## src/rtl/core/rbpa_pkg.sv

```systemverilog
// Shared types, widths and constants of the beam pointing angle block.
// No dependencies; imported by every rbpa module and the top level.
package rbpa_pkg;

  localparam int PHASE_W      = 32;  // CORDIC phase, 2^32 per turn
  localparam int ACC_W        = 34;  // phase accumulator
  localparam int CORDIC_W     = 38;  // CORDIC x/y datapath
  localparam int CORDIC_STEPS = 20;
  localparam int STEP_W       = 5;
  localparam int TRIG_W       = 32;  // Q30 sine / cosine
  localparam int OP_W         = 33;  // multiplier operand
  localparam int MAG_W        = 32;  // multiplier operand magnitude
  localparam int PROD_W       = 65;  // multiplier result
  localparam int ROOT_W       = 31;
  localparam int RAD_W        = 61;  // square root radicand
  localparam int WIND_W       = 17;
  localparam int TILT_W       = 16;
  localparam int CFG_W        = 3;
  localparam int VEC_W        = 36;  // x, y, z sums

  localparam logic signed [CORDIC_W-1:0] GAIN_INV = 38'sd652032874;

  localparam logic [CFG_W-1:0] CFG_AFT_SINE    = 3'd0;
  localparam logic [CFG_W-1:0] CFG_AFT_COSINE  = 3'd1;
  localparam logic [CFG_W-1:0] CFG_FORE_SINE   = 3'd2;
  localparam logic [CFG_W-1:0] CFG_FORE_COSINE = 3'd3;
  localparam logic [CFG_W-1:0] CFG_WAVEGUIDE   = 3'd4;

  typedef struct packed {
    logic start;
    logic vector_mode;
  } rbpa_cordic_cmd_t;

  typedef struct packed {
    logic start;
    logic negate;
    logic round;
  } rbpa_mul_cmd_t;

  function automatic logic [PHASE_W-1:0] atan_phase(input logic [STEP_W-1:0] i);
    logic [PHASE_W-1:0] v;
    case (i)
      5'd0:    v = 32'd536870912;
      5'd1:    v = 32'd316933406;
      5'd2:    v = 32'd167458907;
      5'd3:    v = 32'd85004756;
      5'd4:    v = 32'd42667331;
      5'd5:    v = 32'd21354465;
      5'd6:    v = 32'd10679838;
      5'd7:    v = 32'd5340245;
      5'd8:    v = 32'd2670163;
      5'd9:    v = 32'd1335087;
      5'd10:   v = 32'd667544;
      5'd11:   v = 32'd333772;
      5'd12:   v = 32'd166886;
      5'd13:   v = 32'd83443;
      5'd14:   v = 32'd41722;
      5'd15:   v = 32'd20861;
      5'd16:   v = 32'd10430;
      5'd17:   v = 32'd5215;
      5'd18:   v = 32'd2608;
      5'd19:   v = 32'd1304;
      default: v = '0;
    endcase
    return v;
  endfunction

endpackage

```

## src/rtl/core/rbpa_cordic.sv

```systemverilog
// Iterative CORDIC, one micro-rotation per cycle: rotation mode gives Q30
// sine/cosine of a phase, vectoring mode gives the angle of (x, y). Uses rbpa_pkg.
module rbpa_cordic import rbpa_pkg::*; (
  input  logic                        clk,
  input  logic                        rst,
  input  rbpa_cordic_cmd_t            cmd,
  input  logic [PHASE_W-1:0]          phase,
  input  logic signed [CORDIC_W-1:0]  xin,
  input  logic signed [CORDIC_W-1:0]  yin,
  output logic signed [TRIG_W-1:0]    sin_val,
  output logic signed [TRIG_W-1:0]    cos_val,
  output logic signed [ACC_W-1:0]     angle,
  output logic                        done
);

  localparam logic signed [CORDIC_W-1:0] ONE     = 38'sd1073741824;
  localparam logic signed [CORDIC_W-1:0] NEG_ONE = -38'sd1073741824;

  logic signed [CORDIC_W-1:0] x, y, xs, ys, cx, cy;
  logic signed [ACC_W-1:0]    acc, at;
  logic                       vmode, flip, busy, q_flip;
  logic [STEP_W-1:0]          iter;
  logic [PHASE_W-1:0]         pf;

  assign q_flip = phase[PHASE_W-1] ^ phase[PHASE_W-2];
  assign pf     = {phase[PHASE_W-1] ^ q_flip, phase[PHASE_W-2:0]};
  assign xs     = x >>> iter;
  assign ys     = y >>> iter;
  assign at     = $signed({2'b00, atan_phase(iter)});
  assign cx     = flip ? -x : x;
  assign cy     = flip ? -y : y;
  assign angle  = acc;

  always_comb begin
    if (cx > ONE) begin
      cos_val = ONE[TRIG_W-1:0];
    end else if (cx < NEG_ONE) begin
      cos_val = NEG_ONE[TRIG_W-1:0];
    end else begin
      cos_val = cx[TRIG_W-1:0];
    end
    if (cy > ONE) begin
      sin_val = ONE[TRIG_W-1:0];
    end else if (cy < NEG_ONE) begin
      sin_val = NEG_ONE[TRIG_W-1:0];
    end else begin
      sin_val = cy[TRIG_W-1:0];
    end
  end

  always_ff @(posedge clk) begin
    if (rst) begin
      busy <= 1'b0;
      done <= 1'b0;
    end else begin
      done <= 1'b0;
      if (cmd.start) begin
        busy  <= 1'b1;
        iter  <= '0;
        vmode <= cmd.vector_mode;
        if (!cmd.vector_mode) begin
          x    <= GAIN_INV;
          y    <= '0;
          acc  <= {{(ACC_W-PHASE_W){pf[PHASE_W-1]}}, pf};
          flip <= q_flip;
        end else if (xin < 0) begin
          x    <= -xin;
          y    <= -yin;
          acc  <= 34'sd2147483648;
          flip <= 1'b0;
        end else begin
          x    <= xin;
          y    <= yin;
          acc  <= '0;
          flip <= 1'b0;
        end
      end else if (busy) begin
        if (vmode ? (y > 0) : (acc < 0)) begin
          x   <= x + ys;
          y   <= y - xs;
          acc <= acc + at;
        end else begin
          x   <= x - ys;
          y   <= y + xs;
          acc <= acc - at;
        end
        iter <= iter + 1'b1;
        if (iter == STEP_W'(CORDIC_STEPS-1)) begin
          busy <= 1'b0;
          done <= 1'b1;
        end
      end
    end
  end

endmodule

```

## src/rtl/core/rbpa_mul.sv

```systemverilog
// Digit-serial signed multiplier, four multiplier bits per cycle, with
// optional product negation and rounding to Q30. Uses rbpa_pkg.
module rbpa_mul import rbpa_pkg::*; (
  input  logic                     clk,
  input  logic                     rst,
  input  rbpa_mul_cmd_t            cmd,
  input  logic signed [OP_W-1:0]   a,
  input  logic signed [OP_W-1:0]   b,
  output logic signed [PROD_W-1:0] res,
  output logic                     done
);

  logic [OP_W-1:0]         aa, ab;
  logic [MAG_W-1:0]        ma, mb;
  logic [2*MAG_W-1:0]      acc;
  logic [MAG_W+3:0]        pp;
  logic signed [PROD_W-1:0] p;
  logic                    sgn, rnd_q, busy, fin;
  logic [2:0]              cnt;

  assign aa = a[OP_W-1] ? -a : a;
  assign ab = b[OP_W-1] ? -b : b;
  assign pp = (MAG_W+4)'(ma) * (MAG_W+4)'(mb[MAG_W-1:MAG_W-4]);
  assign p  = sgn ? -$signed({1'b0, acc}) : $signed({1'b0, acc});

  always_ff @(posedge clk) begin
    if (rst) begin
      busy <= 1'b0;
      fin  <= 1'b0;
      done <= 1'b0;
    end else begin
      done <= 1'b0;
      fin  <= 1'b0;
      if (cmd.start) begin
        ma    <= aa[MAG_W-1:0];
        mb    <= ab[MAG_W-1:0];
        sgn   <= a[OP_W-1] ^ b[OP_W-1] ^ cmd.negate;
        rnd_q <= cmd.round;
        acc   <= '0;
        cnt   <= '0;
        busy  <= 1'b1;
      end else if (busy) begin
        acc <= (acc << 4) + (2*MAG_W)'(pp);
        mb  <= mb << 4;
        cnt <= cnt + 1'b1;
        if (cnt == 3'd7) begin
          busy <= 1'b0;
          fin  <= 1'b1;
        end
      end else if (fin) begin
        res  <= rnd_q ? ((p + 65'sd536870912) >>> 30) : p;
        done <= 1'b1;
      end
    end
  end

endmodule

```

## src/rtl/core/rbpa_isqrt.sv

```systemverilog
// Bit-serial integer square root, one result bit per cycle.
// Uses rbpa_pkg.
module rbpa_isqrt import rbpa_pkg::*; (
  input  logic              clk,
  input  logic              rst,
  input  logic              start,
  input  logic [RAD_W-1:0]  rad,
  output logic [ROOT_W-1:0] root,
  output logic              done
);

  logic [RAD_W-1:0] rem, bitv;
  logic [RAD_W:0]   r, trial;
  logic             busy;

  assign trial = r + {1'b0, bitv};
  assign root  = r[ROOT_W-1:0];

  always_ff @(posedge clk) begin
    if (rst) begin
      busy <= 1'b0;
      done <= 1'b0;
    end else begin
      done <= 1'b0;
      if (start) begin
        rem  <= rad;
        r    <= '0;
        bitv <= {1'b1, {(RAD_W-1){1'b0}}};
        busy <= 1'b1;
      end else if (busy) begin
        if ({1'b0, rem} >= trial) begin
          rem <= rem - trial[RAD_W-1:0];
          r   <= (r >> 1) + {1'b0, bitv};
        end else begin
          r <= r >> 1;
        end
        bitv <= bitv >> 2;
        if (bitv[0]) begin
          busy <= 1'b0;
          done <= 1'b1;
        end
      end
    end
  end

endmodule

```

## src/rtl/core/radar_beam_pointing_angles_top.sv

```systemverilog
// Beam pointing angles of a twin aft/fore airborne radar: sequencer, config
// registers and held angles. Uses rbpa_pkg, rbpa_cordic, rbpa_mul, rbpa_isqrt.
//
//   channel  direction  handshake              payload
//   s_*      in         s_tvalid/s_tready      ray: angles, attitude, wind
//   m_*      out        m_tvalid/m_tready      azimuth, elevation, wind
//   cfg_*    in         cfg_write              tilt sin/cos, waveguide switch
//
// One ray runs from acceptance to m_tvalid through four CORDIC sine/cosine runs,
// twenty products on the digit-serial multiplier, a square root, two CORDIC
// vectoring runs and an output state, all in sequence; the azimuth vectoring run
// is skipped when the azimuth is held. The next ray is taken only after the output state.
// Reset is synchronous; held azimuth/elevation clear to zero.
// s_tready is high only while idle; a finished result waits in the output
// register and the next ray may be taken meanwhile; a second finished ray
// waits in the output state until the first transaction is taken.
module radar_beam_pointing_angles_top import rbpa_pkg::*; #(
  parameter int ANGLE_BITS = 16
) (
  input  logic                 clk,
  input  logic                 rst,
  input  logic                 cfg_write,
  input  logic [CFG_W-1:0]     cfg_index,
  input  logic [TILT_W-1:0]    cfg_data,
  input  logic                 s_tvalid,
  output logic                 s_tready,
  // antenna_angle, roll, heading, pitch, tilt_negative, wind_dir, wind_spd
  input  logic [((5*ANGLE_BITS+TILT_W+1+7)/8)*8-1:0] s_tdata,
  // radar_select
  input  logic [0:0]           s_tuser,
  output logic                 m_tvalid,
  input  logic                 m_tready,
  // azimuth, elevation, east_west_wind, north_south_wind
  output logic [((2*ANGLE_BITS+2*WIND_W+7)/8)*8-1:0] m_tdata,
  // azimuth_fresh
  output logic [0:0]           m_tuser
);

  localparam int AB    = ANGLE_BITS;
  localparam int SH    = PHASE_W - AB;
  localparam int OUT_W = ((2*AB+2*WIND_W+7)/8)*8;
  localparam logic signed [ACC_W-1:0] HALF    = ACC_W'(64'd1 << (SH-1));
  localparam logic signed [ACC_W-1:0] EL_LIM  = ACC_W'(64'd1 << (AB-2));
  localparam logic signed [ACC_W-1:0] EL_NLIM = -EL_LIM;
  localparam logic signed [PROD_W-1:0] WMAX   = 65'sd65535;
  localparam logic signed [PROD_W-1:0] WMIN   = -65'sd65535;
  localparam logic signed [VEC_W-1:0]  ZONE   = 36'sd1073741824;
  localparam logic signed [VEC_W-1:0]  ZNONE  = -36'sd1073741824;

  typedef enum logic [3:0] {
    S_IDLE, S_TRIG, S_TRIG_WAIT, S_MUL, S_MUL_WAIT, S_SQRT, S_SQRT_WAIT,
    S_AZ, S_AZ_WAIT, S_EL, S_EL_WAIT, S_OUT
  } state_t;

  state_t state;

  logic [TILT_W-1:0] aft_sine, aft_cosine, fore_sine, fore_cosine;
  logic              waveguide_on_aft;

  logic                 sel, tneg;
  logic [AB-1:0]        rot_sum, heading, pitch, wdir;
  logic [TILT_W-1:0]    speed;
  logic [1:0]           tstep;
  logic [4:0]           mstep;
  logic signed [TRIG_W-1:0] sc, cc, sh, ch, sp, cp, sw, cw, zc;
  logic signed [OP_W-1:0]   t, st, ct, op_a, op_b;
  logic signed [VEC_W-1:0]  x, y, z;
  logic signed [WIND_W-1:0] ew, ns, wind_c;
  logic [RAD_W-1:0]     sq;
  logic [AB-1:0]        az_q, el_q, az_new, el_new;
  logic                 fresh;
  logic [AB-1:0]        held_az [2];
  logic [AB-1:0]        held_el [2];

  rbpa_cordic_cmd_t           ccmd;
  rbpa_mul_cmd_t              mcmd;
  logic [PHASE_W-1:0]         cphase;
  logic signed [CORDIC_W-1:0] cxin, cyin;
  logic signed [TRIG_W-1:0]   csin, ccos;
  logic signed [ACC_W-1:0]    cangle, rv;
  logic                       cdone, mdone, sdone;
  logic signed [PROD_W-1:0]   mres;
  logic [ROOT_W-1:0]          root;

  // config registers
  always_ff @(posedge clk) begin
    if (rst) begin
      aft_sine         <= '0;
      aft_cosine       <= 16'h4000;
      fore_sine        <= '0;
      fore_cosine      <= 16'h4000;
      waveguide_on_aft <= 1'b0;
    end else if (cfg_write) begin
      case (cfg_index)
        CFG_AFT_SINE:    aft_sine         <= cfg_data;
        CFG_AFT_COSINE:  aft_cosine       <= cfg_data;
        CFG_FORE_SINE:   fore_sine        <= cfg_data;
        CFG_FORE_COSINE: fore_cosine      <= cfg_data;
        CFG_WAVEGUIDE:   waveguide_on_aft <= cfg_data[0];
        default: ;
      endcase
    end
  end

  assign st = OP_W'($signed({sel ? fore_sine : aft_sine, 16'b0}));
  assign ct = OP_W'($signed({sel ? fore_cosine : aft_cosine, 16'b0}));

  assign s_tready = (state == S_IDLE);

  // trig phase select
  always_comb begin
    case (tstep)
      2'd0:    cphase = {rot_sum, {SH{1'b0}}};
      2'd1:    cphase = {heading, {SH{1'b0}}};
      2'd2:    cphase = {pitch, {SH{1'b0}}};
      default: cphase = {wdir, {SH{1'b0}}};
    endcase
  end

  always_comb begin
    if (z > ZONE) begin
      zc = ZONE[TRIG_W-1:0];
    end else if (z < ZNONE) begin
      zc = ZNONE[TRIG_W-1:0];
    end else begin
      zc = z[TRIG_W-1:0];
    end
  end

  // product schedule
  always_comb begin
    mcmd.start  = (state == S_MUL);
    mcmd.negate = 1'b0;
    mcmd.round  = 1'b1;
    case (mstep)
      5'd0:    begin op_a = OP_W'(sw); op_b = $signed({17'b0, speed}); mcmd.negate = 1'b1; end
      5'd1:    begin op_a = OP_W'(cw); op_b = $signed({17'b0, speed}); mcmd.negate = 1'b1; end
      5'd2:    begin op_a = OP_W'(cc); op_b = OP_W'(sh); end
      5'd3:    begin op_a = t;         op_b = ct;        end
      5'd4:    begin op_a = t;         op_b = OP_W'(sp); end
      5'd5:    begin op_a = OP_W'(ch); op_b = OP_W'(sc); end
      5'd6:    begin op_a = t;         op_b = ct;        end
      5'd7:    begin op_a = OP_W'(sh); op_b = OP_W'(cp); end
      5'd8:    begin op_a = t;         op_b = st;        end
      5'd9:    begin op_a = OP_W'(cc); op_b = OP_W'(ch); end
      5'd10:   begin op_a = t;         op_b = ct;        end
      5'd11:   begin op_a = t;         op_b = OP_W'(sp); end
      5'd12:   begin op_a = OP_W'(sh); op_b = OP_W'(sc); end
      5'd13:   begin op_a = t;         op_b = ct;        end
      5'd14:   begin op_a = OP_W'(cp); op_b = OP_W'(ch); end
      5'd15:   begin op_a = t;         op_b = st;        end
      5'd16:   begin op_a = OP_W'(cp); op_b = ct;        end
      5'd17:   begin op_a = t;         op_b = OP_W'(cc); end
      5'd18:   begin op_a = OP_W'(sp); op_b = st;        end
      default: begin op_a = OP_W'(zc); op_b = OP_W'(zc); mcmd.round = 1'b0; end
    endcase
  end

  always_comb begin
    if (mres > WMAX) begin
      wind_c = WMAX[WIND_W-1:0];
    end else if (mres < WMIN) begin
      wind_c = WMIN[WIND_W-1:0];
    end else begin
      wind_c = mres[WIND_W-1:0];
    end
  end

  assign ccmd.start       = (state == S_TRIG) || (state == S_EL) ||
                            ((state == S_AZ) && ((x != 0) || (y != 0)));
  assign ccmd.vector_mode = (state != S_TRIG);
  assign cxin = (state == S_AZ) ? CORDIC_W'(y) : $signed({7'b0, root});
  assign cyin = (state == S_AZ) ? CORDIC_W'(x) : CORDIC_W'(zc);

  assign rv     = (cangle + HALF) >>> SH;
  assign az_new = rv[AB-1:0];
  assign el_new = (rv > EL_LIM) ? EL_LIM[AB-1:0] :
                  (rv < EL_NLIM) ? EL_NLIM[AB-1:0] : rv[AB-1:0];

  rbpa_cordic u_cordic (
    .clk     (clk),
    .rst     (rst),
    .cmd     (ccmd),
    .phase   (cphase),
    .xin     (cxin),
    .yin     (cyin),
    .sin_val (csin),
    .cos_val (ccos),
    .angle   (cangle),
    .done    (cdone)
  );

  rbpa_mul u_mul (
    .clk  (clk),
    .rst  (rst),
    .cmd  (mcmd),
    .a    (op_a),
    .b    (op_b),
    .res  (mres),
    .done (mdone)
  );

  rbpa_isqrt u_isqrt (
    .clk   (clk),
    .rst   (rst),
    .start (state == S_SQRT),
    .rad   ({1'b1, 60'b0} - sq),
    .root  (root),
    .done  (sdone)
  );

  always_ff @(posedge clk) begin
    if (rst) begin
      state      <= S_IDLE;
      m_tvalid   <= 1'b0;
      held_az[0] <= '0;
      held_az[1] <= '0;
      held_el[0] <= '0;
      held_el[1] <= '0;
    end else begin
      if ((state == S_OUT) && (!m_tvalid || m_tready)) begin
        m_tvalid <= 1'b1;
      end else if (m_tready) begin
        m_tvalid <= 1'b0;
      end
      case (state)
        S_IDLE: begin
          if (s_tvalid) begin
            sel     <= s_tuser[0];
            rot_sum <= s_tdata[0 +: AB] + s_tdata[AB +: AB];
            heading <= s_tdata[2*AB +: AB];
            pitch   <= s_tdata[3*AB +: AB];
            tneg    <= s_tdata[4*AB];
            wdir    <= s_tdata[4*AB+1 +: AB];
            speed   <= s_tdata[5*AB+1 +: TILT_W];
            tstep   <= '0;
            state   <= S_TRIG;
          end
        end
        S_TRIG: state <= S_TRIG_WAIT;
        S_TRIG_WAIT: begin
          if (cdone) begin
            case (tstep)
              2'd0:    begin sc <= csin; cc <= ccos; end
              2'd1:    begin sh <= csin; ch <= ccos; end
              2'd2:    begin sp <= csin; cp <= ccos; end
              default: begin sw <= csin; cw <= ccos; end
            endcase
            if (tstep == 2'd3) begin
              mstep <= '0;
              state <= S_MUL;
            end else begin
              tstep <= tstep + 1'b1;
              state <= S_TRIG;
            end
          end
        end
        S_MUL: state <= S_MUL_WAIT;
        S_MUL_WAIT: begin
          if (mdone) begin
            case (mstep)
              5'd0:  ew <= wind_c;
              5'd1:  ns <= wind_c;
              5'd4:  x  <= -mres[VEC_W-1:0];
              5'd6,
              5'd8:  x  <= x + mres[VEC_W-1:0];
              5'd11: y  <= -mres[VEC_W-1:0];
              5'd13: y  <= y - mres[VEC_W-1:0];
              5'd15: y  <= y + mres[VEC_W-1:0];
              5'd17: z  <= mres[VEC_W-1:0];
              5'd18: z  <= z + mres[VEC_W-1:0];
              5'd19: sq <= mres[RAD_W-1:0];
              default: t <= mres[OP_W-1:0];
            endcase
            if (mstep == 5'd19) begin
              state <= S_SQRT;
            end else begin
              mstep <= mstep + 1'b1;
              state <= S_MUL;
            end
          end
        end
        S_SQRT: state <= S_SQRT_WAIT;
        S_SQRT_WAIT: begin
          if (sdone) begin
            state <= S_AZ;
          end
        end
        S_AZ: begin
          if ((x == 0) && (y == 0)) begin
            az_q  <= held_az[sel];
            fresh <= 1'b0;
            state <= S_EL;
          end else begin
            state <= S_AZ_WAIT;
          end
        end
        S_AZ_WAIT: begin
          if (cdone) begin
            az_q         <= az_new;
            held_az[sel] <= az_new;
            fresh        <= 1'b1;
            state        <= S_EL;
          end
        end
        S_EL: state <= S_EL_WAIT;
        S_EL_WAIT: begin
          if (cdone) begin
            el_q         <= el_new;
            held_el[sel] <= el_new;
            state        <= S_OUT;
          end
        end
        S_OUT: begin
          if (!m_tvalid || m_tready) begin
            // fore ray under the aft waveguide takes the aft held angles
            if (sel && tneg && waveguide_on_aft) begin
              m_tdata    <= OUT_W'({ns, ew, held_el[0], held_az[0]});
              m_tuser[0] <= 1'b0;
            end else begin
              m_tdata    <= OUT_W'({ns, ew, el_q, az_q});
              m_tuser[0] <= fresh;
            end
            state    <= S_IDLE;
          end
        end
        default: state <= S_IDLE;
      endcase
    end
  end

endmodule

```

## config.mk

```make
export PLATFORM = sky130hd
export DESIGN_NAME = radar_beam_pointing_angles_top
export DESIGN_NICKNAME = d
export VERILOG_FILES = /design/src/rtl/core/rbpa_pkg.sv /design/src/rtl/core/rbpa_cordic.sv /design/src/rtl/core/rbpa_mul.sv /design/src/rtl/core/rbpa_isqrt.sv /design/src/rtl/core/radar_beam_pointing_angles_top.sv
export SDC_FILE = /design/constraint.sdc
export NUM_CORES = 2
export LEC_CHECK = 0
export BUFFER_PORTS_ARGS = -buffer_cell sky130_fd_sc_hd__buf_4
export CELL_PAD_IN_SITES_DETAIL_PLACEMENT = 1
export CELL_PAD_IN_SITES_GLOBAL_PLACEMENT = 2
export CORE_ASPECT_RATIO = 0.7
export CORE_MARGIN = 1.5
export CORE_UTILIZATION = 30
export DETAILED_ROUTE_END_ITERATION = 10
export PLACE_DENSITY_LB_ADDON = 0.1
export SLEW_MARGIN = 20
export SYNTH_ARGS = -nofsm -noshare
export SYNTH_HDL_FRONTEND = slang
export SYNTH_SLANG_ARGS = --single-unit
```

## constraint.sdc

```tcl
create_clock -name clk -period 28.9 [get_ports clk]
set_input_delay 5.78 -clock clk [delete_from_list [all_inputs] [get_ports clk]]
set_output_delay 5.78 -clock clk [all_outputs]
set_load 0.01 [all_outputs]
```

==> metrics.csv <==
stage,metric,value,unit
run_status,outcome,completed,
sta,post-route-min-period,9.74,ns
flow_run,cap_violations,0,
floorplanning,initial_core_util,30.1,%
routing,wl_per_cell,27.3,um
floorplanning,pin_count,204,
worst_setup_path,path_buf_inv,1,
clock_tree,cts_setup_buffers,0,
worst_setup_path,crit_top_cell,o21ai_0,
final_layout,final_layout_size_suffix_gt1_share,9.68,%
clock_tree,clk_latency,0.88,ns
routing,ant_nets,0,
floorplanning,die_area,314000,um^2
floorplanning,coreArea,310000,um^2
routing,vias,78100,
global_routing,antenna_found_initial,26,
sta,tightestPinTransition,1.22,ns
routing,met1_length,198000,um
global_routing,grt_pass1_vias,77700,
placement,portBuffers,190,
sta,fmaxAchievable,0.103,GHz
pwr,peakVddDrop,0.0000396,V
sta,finalClockSkew,0.0743,ns
floorplanning,die_w,669,um
routing,drc_errors,0,
worst_setup_path,crit_family,simple AND/OR/NAND/NOR gates,
yosys,synth_cell_types,96,
pwr,p_leak,37.7,nW
yosys,ys_ff_latch,1306,
sta,slew_headroom,17.7,%
routing,routed_wl,383000,um
yosys,synth.avg_cell_area,9.59,um^2
sta,slew_viol_final,0,
final_layout,nNetsFinal,10400,
min_path,min_path_type,reg2reg,
floorplanning,die_height,469,um
sta,finalSetupViolations,0,
worst_setup_path,worstPathArrival,10.43,ns
final_layout,mostFrequentLayoutCell,edfxtp_1,
routing,drt_iter0_markers,7357,
routing,highest_layer,met5,
floorplanning,fp-row-count,171,
yosys,synth_seq_area_share,40.9,%
routing,met3_length,23500,um
clock_tree,cts_resized,0,
sta,finalCritPeriodShare,33.7,%
placement,gp_congestion,0.877,
placement,dp_hpwl,287000,um
worst_setup_path,critPathCaptureType,register,
yosys,yosysTopAreaCell,edfxtp_1,
yosys,synth-edff-count,1198,
routing,drt_first_pass_iters,6,
global_routing,grt_max_degree,86,
placement,dp_slack,19.44,ns
yosys,syn-cell-area,93200,um^2
routing,viasPerCell,5.58,
yosys,synth_ff_type,edfxtp_1,
yosys,async_flop_share,0,%
yosys,netlist_instances,9721,
worst_setup_path,max_stage_delay,0.89,ns
routing,dr_wl_met2,153000,um
clock_tree,clk_path_buf_depth,4,
clock_tree,cts_buffers,164,
pwr,power_density,71.1,nW/um^2
worst_setup_path,crit_fanout,31,
clock_tree,cts_tree,built,
worst_setup_path,cpMaxStageDelayCell,nor4_2,
clock_tree,cts-root-buf,clkbuf_16,
yosys,synth_top_area_share,38.6,%
clock_tree,clock-sinks,1306,
sta,rsz0062_at_grt,no,
global_routing,grt_use_total,23.7,%
clock_tree,cts_hold_buf,0,
sta,hold_viol_final,0,
worst_setup_path,worstSetupPathType,reg2reg,
sta,final.setup.worst_slack,19.16,ns
worst_setup_path,setup.worst_path.start_class,register,
clock_tree,clk_pin_slew_worst_paths,0.07,ns
final_layout,nFillCells,34900,
clock_tree,htree_levels,4,
worst_setup_path,path_cells,or4_1 -> or3_1 -> or4_1 -> or3_1 -> nor4_2 -> nor2_1 -> mux2i_4 -> buf_4 -> o21ai_0 -> xor2_1 -> ha_1 -> and2_1 -> and4_1 -> a31oi_1 -> nand3_1 -> o311ai_0 -> o21ai_0 -> a21oi_1 -> o21ai_0 -> a31o_2 -> a31oi_1 -> a32oi_1 -> o31ai_1,
global_routing,grt_overflow,0,
worst_setup_path,crit_required,29.59,ns
yosys,ys_warn_count,0,
final_layout,mostFrequentLayoutCells,"edfxtp_1, nand2_1, nor2_1",
global_routing,grt_pass1_wl,557000,um
final_layout,synthToLayoutAreaGrowth,12.5,%
yosys,synthTopCellsByArea,"edfxtp_1, ha_1, xnor2_1, xor2_1, nand2_1",
sta,tns,0,ns
report_power, final:
part           switching (mW)  internal, mW
clock network           0.892          1.24
logic                    1.71          1.15
registers               0.219          2.25
total                    2.82          4.63
registers in the layout (all words and copies together) (netlist names), 33 cells and up, named ones only:
signal	count
z	36
t	33
u_cordic.angle	34
y	36
u_mul.acc	64
sq	61
u_cordic.x	38
u_mul.res	65
m_tdata	66
x	36
u_cordic.y	38
u_isqrt.rem	61
u_isqrt.r	62
final timing paths:
path         slack (ns)             end           start  depth (start not counted)
max               19.16  u_cordic.y[37]  u_cordic.y[19]                         23
min                0.42     m_tdata[55]           ns[6]                          0
max reg2reg       19.16  u_cordic.y[37]  u_cordic.y[19]                         23
min reg2reg        0.42     m_tdata[55]           ns[6]                          0
routing by layer:
| layer | up-vias | track usage (%) |
|---|---|---|
| li1 | 36000 | - |
| met1 | 39700 | 37.9 |
| met2 | 2096 | 33.1 |
| met3 | 334 | 3.48 |
| met4 | 10 | 4.92 |
| met5 | - | 0 |
synth_stat cells (53+ instances only):
cell and instances:
nand2_1 1045, or4_1 55, nand4_1 100, mux2_2 66, and2_1 143, and3_1 89, mux2i_1 129, o21ai_0 606
o31ai_1 108, ha_1 431, o22ai_1 54, nor2b_1 102, xor2_1 467, o21bai_1 60, a21oi_1 678, or3_1 100
or2_2 53, nor2_1 921, a21o_1 197, a222oi_1 111, xnor2_1 467, dfxtp_1 108, nand3_1 181, edfxtp_1 1198
inv_1 260, buf_1 55, clkbuf_1 486, nor4_1 86, mux4_2 109, a31oi_1 128, o21a_1 71, nor3_1 176
fa_1 99, a211oi_1 83, nand2b_1 116
area by class of cell:
| cell class | instances | area, um^2 | area share [%] |
|---|---|---|---|
| antenna | 12 | 30.0 | 0.0286 |
| clock buffer | 207 | 4500 | 4.29 |
| clock inverter | 83 | 841 | 0.802 |
| inverter | 268 | 1010 | 0.964 |
| multi-input combinational | 7592 | 52200 | 49.8 |
| sequential | 1306 | 38100 | 36.4 |
| tap | 4152 | 5190 | 4.95 |
| timing repair buffer | 380 | 2930 | 2.79 |
through the flow:
stage	power [mW]	hold slack, ns	util (%)	cells	instance area, um^2
floorplan	4.43	0.400	-	9726	93200
global placement	5.27	0.406	32.1	13700	99400
detailed placement	5.31	0.406	32.1	13700	99500
CTS	7.49	0.421	33.9	14000	105000
global route	7.86	0.429	33.9	14000	105000
finish	7.45	0.418	33.9	14000	105000
cell families (layout without fill, tap and decap cells):
group                    count (synthesis)  after routing  synth area share (%)
AND/OR/NAND/NOR                       3297           3297                  16.8
AO/OA/AOI/OAI                         2521           2521                  17.4
flip-flops                            1306           1306                  40.9
XOR/XNOR                               934            934                  8.78
buffers and inverters                  828            938                  3.40
adder cells (fa/ha/maj)                530            530                  7.91
multiplexers                           304            304                  4.82
other                                    1             18               0.00402
(Power assumes the default switching activity.)
